<file path="config.mk">
export PLATFORM = sky130hd
export DESIGN_NAME = c3f_ram
export DESIGN_NICKNAME = d
export VERILOG_FILES = /design/src/design/c3f_ram.sv
export SDC_FILE = /design/constraint.sdc
export NUM_CORES = 1
export LEC_CHECK = 0
export BUFFER_PORTS_ARGS = -buffer_cell sky130_fd_sc_hd__buf_2
export CORE_UTILIZATION = 50
export CTS_CLUSTER_SIZE = 10
export DETAILED_ROUTE_END_ITERATION = 6
export GPL_TIMING_DRIVEN = 0
export PLACE_DENSITY = 0.66
export RECOVER_POWER = 100
export SLEW_MARGIN = 20
export SYNTH_ARGS = -nofsm -noshare
export SYNTH_HDL_FRONTEND = slang
export SYNTH_SLANG_ARGS = --single-unit
</file>
<file path="constraint.sdc">
create_clock -name clk -period 4.23 [get_ports clk]
set_input_delay 0.423 -clock clk [delete_from_list [all_inputs] [get_ports clk]]
set_output_delay 0.423 -clock clk [all_outputs]
set_load 0.01 [all_outputs]
</file>
<file path="src/design/c3f_ram.sv">
// Generic single-write, single-read synchronous RAM with registered read data.
module c3f_ram #(
  parameter int WIDTH = 16,
  parameter int DEPTH = 28
) (
  input  logic                     clk,
  input  logic                     we,
  input  logic [$clog2(DEPTH)-1:0] waddr,
  input  logic [WIDTH-1:0]         wdata,
  input  logic                     re,
  input  logic [$clog2(DEPTH)-1:0] raddr,
  output logic [WIDTH-1:0]         rdata
);

  logic [WIDTH-1:0] mem [DEPTH];

  always_ff @(posedge clk) begin
    if (we) begin
      mem[waddr] <= wdata;
    end
    if (re) begin
      rdata <= mem[raddr];
    end
  end

endmodule

</file>
==> flow_summary_export.csv <==
group,metric,value,unit
final_layout,mostFrequentLayoutCells,"edfxtp_1, mux2i_1, clkbuf_1, clkbuf_16, nand2_1",
global_route,grt_pass1_vias,8962,
pwr,power,9.476,mW
pwr,vdd_ir_drop_max,0.0003178,V
clock_tree,numCtsBuffers,52,
setup_path,critPathBufInv,1,
logic_synthesis,syn_avg_cell_area,19.53,sq um
timing,maxSlewHeadroom,-0.3018,
placed_design,routabilityCongestion,0.8390,
global_route,antenna_found_initial,2,
setup_path,critical_path.max_stage_delay,1430,ps
timing,fin_crit_sh,0.5733,
hold_path,hp-class,"in2reg",
route,antenna_left,0,
global_route,grt_pass1_wl,57860,microns
clock_tree,htree_levels,2,
setup_path,crit_required,4370,ps
final_layout,final_common_cell,"edfxtp_1",
setup_path,worst-path-max-fanout,16,
logic_synthesis,async_flop_share,0,
global_route,grt_max_degree,29,
logic_synthesis,synth-seq-area-share,0.7695,
setup_path,slowest_stage,"nor2_1",
logic_synthesis,yosysWarnings,0,
route,vias_per_cell,5.985,
placed_design,port_buffers,42,
pwr,static-leakage-power,6.715,nW
placed_design,hpwl,26290,microns
logic_synthesis,netlist_instances,927,
route,wirelength,40040,microns
floorplanning,die_y,192.3,microns
final_layout,diodes,0,
timing,whs,528.8,ps
floorplanning,io_pins,45,
setup_path,path_delay_family,"simple AND/OR/NAND/NOR gates",
floorplanning,die_w,192.3,microns
route,drc,0,
timing,hold_viol,0,
timing,fin_crit,2425,ps
pwr,power_switching_share,0.2044,
floorplanning,start_util,0.5090,
pwr,p_seq_frac,0.544,
setup_path,crit_chain,"clkbuf_1 > or3b_2 > nor2_1",
final_layout,drive_above_1_share,0.1294,
timing,slew_viol_final,51,
placed_design,placed_area,19310,sq um
clock_tree,clockBufferDepth,3,
clock_tree,clk_pin_slew_worst_paths,50,ps
setup_path,cp.arrival,2560,ps
logic_synthesis,syn_area,18110,sq um
logic_synthesis,ys.flop_type,"edfxtp_1",
pwr,pwr-share-clk,0.405,
final_layout,final_area,20290,sq um
logic_synthesis,ys_ff_latch,464,
job,drv_cap,3,
floorplanning,placementRows,69,
timing,rsz0062_at_grt,"no",
setup_path,critPathKind,"in2reg",
floorplanning,die_area,36980,sq um
clock_tree,ctsResizeCount,0,
timing,setup_viol,0,
route,drt_iter0_drc,911,
run_status,violations,"capacitance limit, slew limit",
timing,tightest_slew,1946,ps
timing,clock_skew,19.25,ps
clock_tree,cts_tree,"yes",
route,drt_pass1_iterations,5,
pwr,comb_power_share,0.051,
route,wire_per_inst,26.48,microns
timing,fmax,412.3,MHz
pwr,internal_power,7.540,mW
floorplanning,core-area,35570,sq um
setup_path,start_kind,"input pin",
clock_tree,postCtsSetupRepairBufs,0,
clock_tree,cts_root_buf,"clkbuf_16",
global_route,grtUsageTotal,0.2219,
setup_path,crit_path_end_kind,"flop",
logic_synthesis,synth_fp_nets,956,
final_layout,area_growth,12.06,%
logic_synthesis,synth_edf_count,464,
timing,fin_setup_tns,0,ps
clock_tree,ctsHoldBuffers,0,
pwr,powerDensity,467.1,nW/um^2
clock_tree,clock-sinks,464,
route,vias,9050,
global_route,gr-total-overflow,0,
clock_tree,clock_latency,570,ps
run_status,status,"finished, violations left",
pwr,switchingPower,1.937,mW
final_layout,fin_nets,1077,
logic_synthesis,ys_types,36,
==> path summary, 6_finish.rpt <==
| check | from | endpoint | slack (ps) | cells past startpoint |
|---|---|---|---|---|
| max | waddr[3] | mem[18][10]$_DFFE_PP_ | 1800 | 3 |
| min | waddr[4] | mem[27][10]$_DFFE_PP_ | 530 | 3 |
| max reg2reg | mem[10][1]$_DFFE_PP_ | rdata[1]$_DFFE_PP_ | 2520 | 4 |
| min reg2reg | mem[12][11]$_DFFE_PP_ | rdata[11]$_DFFE_PP_ | 700 | 4 |
==> through the flow <==
step / setup slack, ps / utilization / std cells
final: 1805 / 0.5704 / 1512
after global routing: 1646 / 0.5704 / 1512
after CTS: 2284 / 0.5816 / 1512
after detailed placement: 1688 / 0.5428 / 1455
after global placement: 1162 / 0.5312 / 1430
after floorplan: 2082 / - / 927
==> Yosys cell counts, types with 6 or more instances <==
master,n,area [sq um]
buf_6,13,146.4
nand3_1,31,155.2
mux4_1,17,446.7
a22oi_1,30,225.2
nand4_1,10,62.56
mux4_2,29,653.1
mux2i_1,131,1311
nand3b_1,6,45.04
o22ai_1,12,75.07
nor2_1,31,116.4
edfxtp_1,464,13930
nand2_1,51,191.4
a21oi_1,31,155.2
clkbuf_1,14,52.55
==> power groups by stage <==
stage               Clock [mW]  Combinational [mW]  Sequential (mW)
global route              4.03               0.519             5.16
CTS                       3.88               0.508             5.15
finish                    3.84               0.485             5.16
floorplan                    0               0.273             5.25
detailed placement           0               0.507             5.24
global placement             0               0.488             5.24
==> worst reg2reg max path: cells and delay by family, from the launching register on <==
family	cells	cell delay [ps]
DFF	1	390
AOI/OAI and AO/OA	2	290
muxes	2	750
==> flip-flops by register name (all words and copies together), names as in the netlist <==
signal	count
mem	448
rdata	16
==> routing by layer <==
metal / share of wire / global-route usage / up-vias
met3: 0.072 / 0.05292 / 72
met1: 0.42 / 0.3045 / 4675
met4: 0.025 / 0.07026 / 4
met2: 0.48 / 0.3524 / 332
li1: - / - / 3967
met5: 0.00055 / 0 / -
==> cell families (layout without fill, tap and decap cells) <==
kind of cell | after synthesis | count (layout) | synth area share
mux | 182 | 182 | 0.1363
simple gates | 154 | 154 | 0.04146
buf+inv | 47 | 171 | 0.02370
flops | 464 | 464 | 0.7695
compound gates | 80 | 80 | 0.02902
==> area by class of cell <==
cell class	count	area [sq um]
clock inverter	2	23.77
fill	2694	15280
tap	461	576.8
clock buffer	55	1355
multi-input combinational	416	3724
sequential	464	13930
buffer	47	419.2
timing repair buffer	67	257.7
Power figures use the tool's default switching activity.
